File: src/hw/rtl/rc4_pkg.sv
package rc4_pkg;

  // Address source for the permutation table port.
  typedef enum logic [2:0] {
    AD_I,
    AD_J,
    AD_I_NEXT,
    AD_J_NEXT,
    AD_KS
  } addr_sel_e;

  // Write data source for the permutation table port.
  typedef enum logic {
    WD_RD,
    WD_SI
  } wdata_sel_e;

  typedef enum logic [1:0] {
    J_HOLD,
    J_CLR,
    J_ADD,
    J_ADD_KEY
  } j_op_e;

  typedef enum logic [1:0] {
    I_HOLD,
    I_CLR,
    I_INC
  } i_op_e;

  typedef enum logic [1:0] {
    KI_HOLD,
    KI_CLR,
    KI_ADV
  } kidx_op_e;

  typedef enum logic [1:0] {
    BC_HOLD,
    BC_CLR,
    BC_INC
  } cnt_op_e;

  // Jump conditions: a step jumps to its target when its condition holds,
  // otherwise it falls through to the next step.
  typedef enum logic [2:0] {
    CD_NONE,
    CD_TRUE,
    CD_NO_IN,
    CD_DATA,
    CD_SCHED,
    CD_NOT_LAST,
    CD_LIMIT,
    CD_OUT_BUSY
  } cond_e;

  localparam int StepW = 5;
  typedef logic [StepW-1:0] step_t;

  typedef struct packed {
    logic       take;
    logic       perm_re;
    logic       perm_we;
    addr_sel_e  addr_sel;
    wdata_sel_e wd_sel;
    logic       key_re;
    logic       ld_si;
    logic       ld_sj;
    i_op_e      i_op;
    j_op_e      j_op;
    kidx_op_e   kidx_op;
    cnt_op_e    cnt_op;
    logic       perm_clr;
    logic       sched_set;
    logic       key_op;
    logic       emit;
    cond_e      cond;
    step_t      target;
  } ctrl_t;

  typedef struct packed {
    logic in_acc;
    logic is_data;
    logic sched;
    logic limit_hit;
    logic i_last;
    logic out_busy;
  } status_t;

endpackage

File: src/hw/rtl/rc4_perm_ram.sv
module rc4_perm_ram import rc4_pkg::*; (
  input  logic       clk_i,
  input  logic       rst_ni,
  input  logic       clear_i,
  input  logic       re_i,
  input  logic       we_i,
  input  logic [7:0] addr_i,
  input  logic [7:0] wdata_i,
  output logic [7:0] rdata_o
);

  logic [7:0]   mem [256];
  logic [255:0] valid_q;
  logic [7:0]   rd_mem_q;
  logic [7:0]   rd_addr_q;
  logic         rd_vld_q;

  // An entry never written since the last clear reads as its own index,
  // which gives the identity permutation without a fill sweep.
  always_ff @(posedge clk_i or negedge rst_ni) begin
    if (!rst_ni) begin
      valid_q <= '0;
    end else if (clear_i) begin
      valid_q <= '0;
    end else if (we_i) begin
      valid_q[addr_i] <= 1'b1;
    end
  end

  always_ff @(posedge clk_i) begin
    if (we_i) begin
      mem[addr_i] <= wdata_i;
    end
    if (re_i) begin
      rd_mem_q  <= mem[addr_i];
      rd_addr_q <= addr_i;
      rd_vld_q  <= valid_q[addr_i];
    end
  end

  assign rdata_o = rd_vld_q ? rd_mem_q : rd_addr_q;

endmodule

File: src/hw/rtl/rc4_ucode_seq.sv
module rc4_ucode_seq import rc4_pkg::*; (
  input  logic    clk_i,
  input  logic    rst_ni,
  input  status_t status_i,
  output ctrl_t   ctrl_o
);

  localparam step_t StIdle = 5'd0;
  localparam step_t StDisp = 5'd1;
  localparam step_t StKey  = 5'd2;
  localparam step_t StData = 5'd3;
  localparam step_t StK0   = 5'd4;
  localparam step_t StK1   = 5'd5;
  localparam step_t StK2   = 5'd6;
  localparam step_t StK3   = 5'd7;
  localparam step_t StK4   = 5'd8;
  localparam step_t StKFin = 5'd9;
  localparam step_t StD0   = 5'd10;
  localparam step_t StD1   = 5'd11;
  localparam step_t StD2   = 5'd12;
  localparam step_t StD3   = 5'd13;
  localparam step_t StD4   = 5'd14;
  localparam step_t StD5   = 5'd15;
  localparam step_t StD6   = 5'd16;
  localparam step_t StD7   = 5'd17;

  function automatic ctrl_t ucode_rom(step_t s);
    ctrl_t w;
    w = '0;
    unique case (s)
      StIdle: begin
        w.take   = 1'b1;
        w.cond   = CD_NO_IN;
        w.target = StIdle;
      end
      StDisp: begin
        w.cond   = CD_DATA;
        w.target = StData;
      end
      StKey: begin
        w.key_op = 1'b1;
        w.cond   = CD_TRUE;
        w.target = StIdle;
      end
      StData: begin
        w.cond   = CD_SCHED;
        w.target = StD0;
      end
      StK0: begin
        w.perm_clr = 1'b1;
        w.i_op     = I_CLR;
        w.j_op     = J_CLR;
        w.kidx_op  = KI_CLR;
        w.cnt_op   = BC_CLR;
      end
      StK1: begin
        w.perm_re  = 1'b1;
        w.addr_sel = AD_I;
        w.key_re   = 1'b1;
      end
      StK2: begin
        w.ld_si    = 1'b1;
        w.j_op     = J_ADD_KEY;
        w.perm_re  = 1'b1;
        w.addr_sel = AD_J_NEXT;
      end
      StK3: begin
        w.perm_we  = 1'b1;
        w.addr_sel = AD_I;
        w.wd_sel   = WD_RD;
      end
      StK4: begin
        w.perm_we  = 1'b1;
        w.addr_sel = AD_J;
        w.wd_sel   = WD_SI;
        w.i_op     = I_INC;
        w.kidx_op  = KI_ADV;
        w.cond     = CD_NOT_LAST;
        w.target   = StK1;
      end
      StKFin: begin
        w.j_op      = J_CLR;
        w.sched_set = 1'b1;
      end
      StD0: begin
        w.cond   = CD_LIMIT;
        w.target = StIdle;
      end
      StD1: begin
        w.i_op     = I_INC;
        w.perm_re  = 1'b1;
        w.addr_sel = AD_I_NEXT;
      end
      StD2: begin
        w.ld_si    = 1'b1;
        w.j_op     = J_ADD;
        w.perm_re  = 1'b1;
        w.addr_sel = AD_J_NEXT;
      end
      StD3: begin
        w.ld_sj    = 1'b1;
        w.perm_we  = 1'b1;
        w.addr_sel = AD_I;
        w.wd_sel   = WD_RD;
      end
      StD4: begin
        w.perm_we  = 1'b1;
        w.addr_sel = AD_J;
        w.wd_sel   = WD_SI;
      end
      StD5: begin
        w.perm_re  = 1'b1;
        w.addr_sel = AD_KS;
      end
      StD6: begin
        w.cond   = CD_OUT_BUSY;
        w.target = StD6;
      end
      StD7: begin
        w.emit   = 1'b1;
        w.cnt_op = BC_INC;
        w.cond   = CD_TRUE;
        w.target = StIdle;
      end
      default: begin
        w.cond   = CD_TRUE;
        w.target = StIdle;
      end
    endcase
    return w;
  endfunction

  step_t step_q, step_d;
  ctrl_t cw;
  logic  jump;

  always_comb begin
    cw = ucode_rom(step_q);
    case (cw.cond)
      CD_NONE:     jump = 1'b0;
      CD_TRUE:     jump = 1'b1;
      CD_NO_IN:    jump = !status_i.in_acc;
      CD_DATA:     jump = status_i.is_data;
      CD_SCHED:    jump = status_i.sched;
      CD_NOT_LAST: jump = !status_i.i_last;
      CD_LIMIT:    jump = status_i.limit_hit;
      CD_OUT_BUSY: jump = status_i.out_busy;
      default:     jump = 1'b0;
    endcase
    step_d = jump ? cw.target : step_t'(step_q + 1'b1);
  end

  always_ff @(posedge clk_i or negedge rst_ni) begin
    if (!rst_ni) begin
      step_q <= StIdle;
    end else begin
      step_q <= step_d;
    end
  end

  assign ctrl_o = cw;

endmodule

File: src/hw/rtl/rc4_datapath.sv
module rc4_datapath import rc4_pkg::*; #(
  parameter int KEY_MAX = 256
) (
  input  logic        clk_i,
  input  logic        rst_ni,
  input  ctrl_t       ctrl_i,
  input  logic        in_valid_i,
  input  logic        action_i,
  input  logic [7:0]  value_i,
  input  logic [15:0] limit_i,
  input  logic        out_stall_i,
  output logic        out_valid_o,
  output logic [7:0]  cipher_byte_o,
  output logic [15:0] position_o,
  output status_t     status_o
);

  localparam logic [8:0] KeyMaxW = 9'(KEY_MAX);

  logic       act_q;
  logic [7:0] val_q;
  logic [7:0] i_q, j_q, si_q, sj_q, kidx_q;
  logic [8:0] key_len_q;
  logic       key_closed_q, sched_q;
  logic [15:0] cnt_q;
  logic       out_valid_q;
  logic [7:0] cipher_q;
  logic [15:0] pos_q;

  logic [7:0] key_mem [256];
  logic [7:0] key_rd_q;

  logic       in_acc;
  logic [7:0] perm_rd, perm_addr, perm_wd;
  logic [7:0] i_inc, kb, j_add, j_add_key, j_next;
  logic [8:0] len_eff;
  logic       closed_eff, key_we;

  assign in_acc = in_valid_i && ctrl_i.take;

  always_comb begin
    i_inc     = 8'(i_q + 8'd1);
    kb        = (key_len_q == 9'd0) ? 8'd0 : key_rd_q;
    j_add     = 8'(j_q + perm_rd);
    j_add_key = 8'(j_add + kb);
    j_next    = (ctrl_i.j_op == J_ADD_KEY) ? j_add_key : j_add;
    case (ctrl_i.addr_sel)
      AD_I:      perm_addr = i_q;
      AD_J:      perm_addr = j_q;
      AD_I_NEXT: perm_addr = i_inc;
      AD_J_NEXT: perm_addr = j_next;
      AD_KS:     perm_addr = 8'(si_q + sj_q);
      default:   perm_addr = i_q;
    endcase
    perm_wd = (ctrl_i.wd_sel == WD_SI) ? si_q : perm_rd;
  end

  // A key byte after a scheduled message starts a new key.
  always_comb begin
    len_eff    = sched_q ? 9'd0 : key_len_q;
    closed_eff = sched_q ? 1'b0 : key_closed_q;
    key_we     = ctrl_i.key_op && !closed_eff && (val_q != 8'd0) && (len_eff < KeyMaxW);
  end

  function automatic logic [7:0] i_q_wrap(logic [7:0] v);
    return 8'(v + 8'd1);
  endfunction

  rc4_perm_ram u_perm (
    .clk_i   (clk_i),
    .rst_ni  (rst_ni),
    .clear_i (ctrl_i.perm_clr),
    .re_i    (ctrl_i.perm_re),
    .we_i    (ctrl_i.perm_we),
    .addr_i  (perm_addr),
    .wdata_i (perm_wd),
    .rdata_o (perm_rd)
  );

  always_ff @(posedge clk_i) begin
    if (key_we) begin
      key_mem[len_eff[7:0]] <= val_q;
    end
    if (ctrl_i.key_re) begin
      key_rd_q <= key_mem[kidx_q];
    end
    if (in_acc) begin
      act_q <= action_i;
      val_q <= value_i;
    end
    if (ctrl_i.ld_si) begin
      si_q <= perm_rd;
    end
    if (ctrl_i.ld_sj) begin
      sj_q <= perm_rd;
    end
    if (ctrl_i.emit) begin
      cipher_q <= val_q ^ perm_rd;
      pos_q    <= cnt_q;
    end
  end

  always_ff @(posedge clk_i or negedge rst_ni) begin
    if (!rst_ni) begin
      i_q          <= '0;
      j_q          <= '0;
      kidx_q       <= '0;
      key_len_q    <= '0;
      key_closed_q <= 1'b0;
      sched_q      <= 1'b0;
      cnt_q        <= '0;
      out_valid_q  <= 1'b0;
    end else begin
      case (ctrl_i.i_op)
        I_CLR:   i_q <= '0;
        I_INC:   i_q <= i_inc;
        default: i_q <= i_q;
      endcase
      case (ctrl_i.j_op)
        J_CLR:     j_q <= '0;
        J_ADD:     j_q <= j_add;
        J_ADD_KEY: j_q <= j_add_key;
        default:   j_q <= j_q;
      endcase
      case (ctrl_i.kidx_op)
        KI_CLR: kidx_q <= '0;
        KI_ADV: kidx_q <= (({1'b0, kidx_q} + 9'd1) == key_len_q) ? 8'd0 : i_q_wrap(kidx_q);
        default: kidx_q <= kidx_q;
      endcase
      case (ctrl_i.cnt_op)
        BC_CLR:  cnt_q <= '0;
        BC_INC:  cnt_q <= 16'(cnt_q + 16'd1);
        default: cnt_q <= cnt_q;
      endcase
      if (ctrl_i.key_op) begin
        sched_q      <= 1'b0;
        key_len_q    <= key_we ? 9'(len_eff + 9'd1) : len_eff;
        key_closed_q <= closed_eff || (val_q == 8'd0);
      end else if (ctrl_i.sched_set) begin
        sched_q <= 1'b1;
      end
      if (ctrl_i.emit) begin
        out_valid_q <= 1'b1;
      end else if (!out_stall_i) begin
        out_valid_q <= 1'b0;
      end
    end
  end

  always_comb begin
    status_o.in_acc    = in_acc;
    status_o.is_data   = act_q;
    status_o.sched     = sched_q;
    status_o.limit_hit = (cnt_q >= limit_i);
    status_o.i_last    = (i_q == 8'hFF);
    status_o.out_busy  = out_valid_q && out_stall_i;
  end

  assign out_valid_o   = out_valid_q;
  assign cipher_byte_o = cipher_q;
  assign position_o    = pos_q;

endmodule

File: src/hw/rtl/rc4_stream_cipher_core.sv
// Key byte transaction: accepted in the idle step; StDisp and StKey follow, then idle again.
// Data byte transaction: result registered in StD7; the next byte is taken back in idle;
// the first data byte of a message adds a key schedule (StK1 to StK4 for each table entry).
// A data byte past the output limit gives no result; StD0 sends the program back to idle.
// Rate is set by the single-port permutation table: two reads, two writes, one read per byte.
// Reset (rst_ni low, asynchronous) clears control, indices, key length and table valid bits.
module rc4_stream_cipher_core import rc4_pkg::*; #(
  parameter int KEY_MAX = 256
) (
  input  logic        clk_i,
  input  logic        rst_ni,
  input  logic        in_valid_i,
  output logic        in_stall_o,
  input  logic        action_i,
  input  logic [7:0]  value_i,
  output logic        out_valid_o,
  input  logic        out_stall_i,
  output logic [7:0]  cipher_byte_o,
  output logic [15:0] position_o,
  input  logic        cfg_valid_i,
  output logic        cfg_ready_o,
  input  logic [15:0] cfg_data_i
);

  // The output limit register. Writes are taken at any time; the user only
  // changes it while the block is idle.
  logic [15:0] limit_q;

  always_ff @(posedge clk_i or negedge rst_ni) begin
    if (!rst_ni) begin
      limit_q <= 16'hFFFF;
    end else if (cfg_valid_i && cfg_ready_o) begin
      limit_q <= cfg_data_i;
    end
  end

  assign cfg_ready_o = 1'b1;

  // The sequencer steps through a fixed control program. Each control word
  // selects the table address, the write data and which registers load, and
  // carries a conditional jump. The datapath reports the conditions back.
  ctrl_t   cw;
  status_t st;

  rc4_ucode_seq u_seq (
    .clk_i    (clk_i),
    .rst_ni   (rst_ni),
    .status_i (st),
    .ctrl_o   (cw)
  );

  // The output register parts the two sides: a new transaction is taken as
  // soon as the program returns to its idle step, even while the previous
  // result still waits downstream.
  rc4_datapath #(
    .KEY_MAX (KEY_MAX)
  ) u_dp (
    .clk_i         (clk_i),
    .rst_ni        (rst_ni),
    .ctrl_i        (cw),
    .in_valid_i    (in_valid_i),
    .action_i      (action_i),
    .value_i       (value_i),
    .limit_i       (limit_q),
    .out_stall_i   (out_stall_i),
    .out_valid_o   (out_valid_o),
    .cipher_byte_o (cipher_byte_o),
    .position_o    (position_o),
    .status_o      (st)
  );

  assign in_stall_o = !cw.take;

`ifndef SYNTHESIS
  // A new result never overwrites one that is still stalled downstream.
  a_emit_free: assert property (@(posedge clk_i) disable iff (!rst_ni)
    cw.emit |-> !st.out_busy)
    else $error("result emitted while output register is held");

  // After a transaction is accepted, the block is busy on the next cycle.
  a_busy_after_acc: assert property (@(posedge clk_i) disable iff (!rst_ni)
    (in_valid_i && !in_stall_o) |=> in_stall_o)
    else $error("input accepted twice in a row");

  // The permutation table has one port: never read and write together.
  a_single_port: assert property (@(posedge clk_i) disable iff (!rst_ni)
    !(cw.perm_we && cw.perm_re))
    else $error("permutation table read and written in one cycle");
`endif

endmodule

File: config.mk
export PLATFORM = sky130hd
export DESIGN_NAME = rc4_stream_cipher_core
export DESIGN_NICKNAME = d
export VERILOG_FILES = /design/src/hw/rtl/rc4_pkg.sv /design/src/hw/rtl/rc4_perm_ram.sv /design/src/hw/rtl/rc4_ucode_seq.sv /design/src/hw/rtl/rc4_datapath.sv /design/src/hw/rtl/rc4_stream_cipher_core.sv
export SDC_FILE = /design/constraint.sdc
export NUM_CORES = 2
export LEC_CHECK = 0
export BUFFER_PORTS_ARGS = -buffer_cell sky130_fd_sc_hd__buf_2
export CAP_MARGIN = 0
export CORE_MARGIN = 10
export CORE_UTILIZATION = 25
export CTS_CLUSTER_SIZE = 25
export DETAILED_ROUTE_END_ITERATION = 7
export SLEW_MARGIN = 5
export SYNTH_ARGS = -nofsm -noshare
export SYNTH_HDL_FRONTEND = slang
export SYNTH_SLANG_ARGS = --single-unit
File: constraint.sdc
create_clock -name clk_i -period 26.1 [get_ports clk_i]
set_input_delay 1.305 -clock clk_i [delete_from_list [all_inputs] [get_ports clk_i]]
set_output_delay 1.305 -clock clk_i [all_outputs]
set_load 0.005 [all_outputs]
Word-level counts from Yosys, hierarchy flattened
Memory sizes are Yosys's and may differ from the RTL's. A register that Yosys moved wholly into a read port is not among the register bits.
Index checks and enable logic that the tools add are counted.

word-level totals
  word-level logic and storage cells = 151
  output and inout port bits = 27
  bits of input ports = 30
  memories = 2
  bits in writable memories = 4096
  register bits after elaboration = 387

memory list
  name             depth  bits a word  rd ports  clocked after memory_dff  write ports  RTL line            RTL
  u_dp.key_mem     256    8            1         1                         1            rc4_datapath.sv:30  logic [7:0] key_mem [256];
  u_dp.u_perm.mem  256    8            1         1                         1            rc4_perm_ram.sv:12  logic [7:0] mem [256];

cells by class
  $add $sub $neg = 9
  equality and inequality tests = 40
  order comparisons = 4
  multiplexer cells = 46
  reductions and logical operators = 29
  bitwise operators = 2

operator list
  operator               number
  $mux 256               2
  $or 256x256->256       1
  $pmux 8 s7             1
  $eq 5x4->1 const B     8
  $mux 8                 5
  $pmux 16 s2            1
  $pmux 8 s2             2
  $pmux 8 s4             1
  $add 8x8->8            3
  $pmux 8 s3             1
  $mux 1                 22
  $eq 5x3->1 const B     4
  $mux 9                 2
  $add 16x1->16 const B  1
  $add 8x1->8 const B    2
  $ge 16x16->1           1
  $eq 3x3->1 const B     5
  $eq 3x2->1 const B     4
  $pmux 2 s2             3
  $pmux 3 s4             1
  $eq 2x2->1 const B     5
  $eq 5x2->1 const B     2
  $eq 5x5->1 const B     2
  $reduce_bool 2->1      5
  other kinds (31)       46

Longest topological paths before layout
  depth after elaboration = 13
  gate-level depth with buffers = 22
  mapped depth without buffers = 18

Hierarchy
From an unflattened synthesis, not the netlist that was laid out.

unflattened totals
  cells, all modules = 9341
  area, all modules = 178059.5 sq um

by module, submodules not included
  module                  sequential area each (sq um)  area an instance (sq um)  cells each  times used
  rc4_perm_ram            68415.6                       89519.6                   4490        1
  rc4_datapath            64511.9                       87029.7                   4712        1
  rc4_ucode_seq           125.1                         825.8                     102         1
  rc4_stream_cipher_core  420.4                         684.4                     37          1

Worst setup path before layout
No wires, ideal clock.

  kind = reg-to-reg
  start = register u_seq.step_q[0]
  end = memory u_dp.u_perm.mem[0][7], data pin
  setup slack = 16082 ps
  period minus slack after synthesis = 10018 ps
  data arrival time = 8440 ps
  required time = 24522 ps
  buffers on the path = 2
  setup time = 1578 ps
  cell stages (with the launch flop) = 9
  path through = dfrtp_1 > inv_1 > ha_1 > clkbuf_1 > mux2_2 > nand2_1 > clkbuf_1 > nor2_1 > a21oi_1

on the way
  word-level cells in the longest chain between the ends = 4
  elaborated cells on any way between the ends = 5
  classes of those cells = 2 x eq/ne; 2 x mux; 1 x reduce/logical

RTL lines
  item                                RTL line              RTL
  start: declaration                  rc4_ucode_seq.sv:133  step_t step_q, step_d;
  start signal: assignment            rc4_ucode_seq.sv:155  step_q <= StIdle;
  start signal: assignment            rc4_ucode_seq.sv:157  step_q <= step_d;
  $eq 5x4->1                          rc4_ucode_seq.sv:30   unique case (s)
  $reduce_or 2->1 (no source line) *  --
  $mux 1 *                            rc4_ucode_seq.sv:30
  $mux 8 *                            rc4_datapath.sv:55    perm_wd = (ctrl_i.wd_sel == WD_SI) ? si_q : perm_rd;
  via u_dp.perm_wd[7]                 rc4_datapath.sv:34    logic [7:0] perm_rd, perm_addr, perm_wd;
  end: declaration                    rc4_perm_ram.sv:12

Mark *: on every way through the listed nets, which the timed path passes. The rest lies on a longest branch.

Worst setup path after layout
  start = register u_dp.u_perm.rd_vld_q
  end = register u_dp.u_perm.rd_mem_q[0] (read register of u_dp.u_perm.mem), data pin

on the way
  word-level cells in the longest chain between the ends = 5

RTL lines
  item                      RTL line            RTL
  start: declaration        rc4_perm_ram.sv:16  logic rd_vld_q;
  start signal: assignment  rc4_perm_ram.sv:37  rd_vld_q <= valid_q[addr_i];
  $mux 8 *                  rc4_perm_ram.sv:41  assign rdata_o = rd_vld_q ? rd_mem_q : rd_addr_q;
  via u_dp.perm_rd[0]       rc4_datapath.sv:34
  $add 8x8->8 *             rc4_datapath.sv:44  j_add = 8'(j_q + perm_rd);
  $add 8x8->8               rc4_datapath.sv:45  j_add_key = 8'(j_add + kb);
  $mux 8 *                  rc4_datapath.sv:46  j_next = (ctrl_i.j_op == J_ADD_KEY) ? j_add_key : j_add;
  $pmux 8 s4 *              rc4_datapath.sv:47  case (ctrl_i.addr_sel)
  end: declaration          rc4_perm_ram.sv:14  logic [7:0] rd_mem_q;

Marks and branches as above.
A chain may end at the register's enable or synchronous reset.

==> out/results.tsv <==
metric	value	unit
clock transition at the registers of the reported paths	0.06	ns
# nets final	12000	
RSZ-0062 raised after global routing	no	
Mean Syn Cell Area	15.1	sq um
Synth warnings	0	
GRT Resource Usage Total	12.7	%
number of setup buffers added after CTS	0	
headroom to the max-slew limit	6.64	%
CP max stage delay	0.76	ns
number of fill cells in the layout	71700	
Post-DP HPWL	295000	microns
HP Class	in2async	
root buf cell	clkbuf_16	
Non-Filler Instances	21900	
critical path launch point type	flip-flop	
compound-gate portion of the synthesized area	6.31	%
Max H-tree Level	5	
register area share after synthesis	73.5	%
post_cts resized	0	
Slowest-stage cell, CP	buf_4	
die width	872	microns
initial antenna violation count	24	
layout cells sized above 1	13.0	%
die area	0.761	sq mm
flops & latches, synth	4499	
Final period util	35.1	%
Pwr Density	89.6	mW/mm^2
largest family of logic cells by synthesized area	simple AND/OR/NAND/NOR gates	
synth unique cells	90	
critical path required time	26.87	ns
Tmin final	9.16	ns
ys flop type	edfxtp_1	
Tightest Pin Transition	1.38	ns
critical path cell sequence	mux2_2 > ha_1 > fa_1 > xor2_1 > ha_1 > xor2_1 > nor2_1 > o31a_1 > o211a_4 > inv_8 > buf_4 > buf_4 > buf_12 > buf_12 > mux2i_1 > mux2i_1 > a32o_1 > nor3_1 > nor2_1 > o41ai_1 > nand4_1	
Critical Path AT	9.93	ns
Syn Inst Count	12000	
die height	872	microns
Routability Congestion	0.832	
vias	105000	
final setup fails	0	
Ports	57	
leakage	0.0656	uW
first-pass GRT wire length	736000	microns
setup TNS	0	ns
Area growth syn-to-layout	14.6	%
Setup Skew	0.106	ns
asr flop ratio synth	7.31	%
Post-synth EDFFs	4170	
IO Port Bufs	55	
final core utilization	28.8	%
multi-input gate area in the final layout	0.0449	sq mm
Skew-Pair Late Insertion Delay	1.07	ns
post-synthesis net count	12100	
post-synthesis simple-gate area fraction	9.36	%
starting density of the core	25.1	%
Post-DP Area	0.193	sq mm
final slew viol count	0	
DR pass1 iterations	6	
r2r setup slk	16.94	ns
largest net degree at the start of global routing	190	
vias in the first global route	102000	
CTS sink count	4499	
maximum vdd drop	0.0742	mV
Max Buffers Root-to-Sink	4	
final hold violation count	0	
area share of fa/ha/maj cells after synthesis	0.385	%
post-synthesis xor/xnor area fraction	0.329	%
Starting DRT DRC Count	12700	
Syn Std Cell Area	0.182	sq mm
Max Clock Freq	109	MHz
run status	finished clean	
Max Cap Viol	0	
DRC Markers	0	
aggregate routed wire length	508000	microns
num rows	312	
CTS tree	done	
hold buffer count at CTS	0	
Placed Cells	21000	
Antenna Violating Nets Remaining	0	
CTS buffer count	455	
post-route cell area	0.208	sq mm
Reg area	0.133	sq mm
Crit Path Max Fanout	158	
wire per inst	23.2	microns
core area	0.723	sq mm
multiplexer share of the synthesized area	8.11	%
Crit Path Class	reg2reg	
Worst Setup End Kind	flip-flop	
remaining global-route overflow	0	
Vias per Instance	4.82	
==> layout make-up <==
cell class,count,share of cell area (%)
diodes,16,0.0192
flip-flops and latches,4499,64.2
inverters,48,0.0962
repair buffers,280,1.09
well taps,9577,5.76
clock inverters,265,1.43
clock buffers,586,5.84
multi-input cells,6639,21.6
==> flip-flops by register name, indices dropped and copies added, names as in the netlist, 9 cells and up <==
| name | flops |
|---|---|
| u_dp.position_o | 16 |
| limit_q | 16 |
| u_dp.key_len_q | 9 |
| u_dp.u_perm.valid_q | 256 |
| u_dp.u_perm.mem | 2048 |
| u_dp.key_mem | 2048 |
| u_dp.cnt_q | 16 |
==> worst paths after layout <==
check / startpoint / to / depth (start not counted)
max in group asynchronous: rst_ni / u_dp.cnt_q[5] / 3
hold / removal: rst_ni / u_dp.u_perm.valid_q[173] / 1
setup reg to reg: u_dp.u_perm.rd_vld_q / u_dp.u_perm.rd_mem_q[0] / 21
setup / recovery: u_dp.u_perm.rd_vld_q / u_dp.u_perm.rd_mem_q[0] / 21
min in group clk_i: u_dp.u_perm.valid_q[233] / u_dp.u_perm.valid_q[233] / 1
hold reg to reg: u_dp.u_perm.valid_q[233] / u_dp.u_perm.valid_q[233] / 1
==> critical path: cells and delay by family, from the launching register on <==
kind	cells	cell delay, ns
AOI/OAI and AO/OA	4	1.39
xor gates and xnor gates	2	0.49
adders and majority gates	3	1.00
buffers and inverters	5	3.08
DFF	1	0.67
muxes	3	0.89
and+or+nand+nor	4	0.77
==> synthesized netlist by cell type, types with 263 or more instances <==
cell	instances	area share, %
dfrtp_1	313	4.3
o21a_1	263	1.1
mux2i_1	564	3.1
nand2_1	2265	4.7
a21oi_1	295	0.81
and3_1	343	1.2
clkbuf_1	493	1.0
a311oi_1	329	1.6
mux4_2	333	4.1
edfxtp_1	4170	69
nor2_1	472	0.98
nand3_1	439	1.2
==> placed cells by master, fill, tap and decap left out, types with 175 or more instances in the layout <==
cell type,Yosys,final
a311oi_1,329,329
nand2_1,2265,2246
mux2i_1,564,563
clkbuf_16,0,456
o22ai_1,184,184
edfxtp_1,4170,4170
a21oi_1,295,293
nor2_1,472,470
and3_1,343,342
mux4_2,333,333
o21ai_0,176,175
nand3_1,439,433
buf_4,20,201
o21a_1,263,263
dfrtp_1,313,307
==> per-layer routing <==
layer / wire, microns / GRT usage, % / part of all wire, % / vias up
met3: 40100 / 2.28 / 7.9 / 872
li1: - / - / - / 45800
met2: 237000 / 20.3 / 47 / 4271
met1: 211000 / 17.2 / 42 / 54500
met5: 73 / 0 / 0.014 / -
met4: 19300 / 4.41 / 3.8 / 12
==> stage by stage <==
stage | total power [uW] | setup slack [ns] | hold WS (ns)
after detailed placement | 12100 | 17.09 | 0.479
after floorplan | 10700 | 16.08 | 0.451
after global placement | 12100 | 16.99 | 0.471
after global routing | 19200 | 16.53 | 0.285
final | 18600 | 16.94 | 0.257
after CTS | 18700 | 17.04 | 0.221
==> where the power goes <==
group          leakage, uW  switching (uW)  internal (uW)
clock              0.00739            2850           3770
sequential          0.0419            50.0           8450
combinational       0.0163            2620            897
total               0.0656            5520          13100
==> cells by family (layout without fill, tap and decap cells) <==
kind of cell    Yosys count  in the layout
compound gates         1633           1633
xor+xnor                 65             65
fa+ha+maj                54             54
buf+inv                 853           1179
flops                  4499           4499
mux                    1037           1037
other cells               1             17
simple gates           3849           3849
No activity file was read; power rests on OpenSTA's default activity.
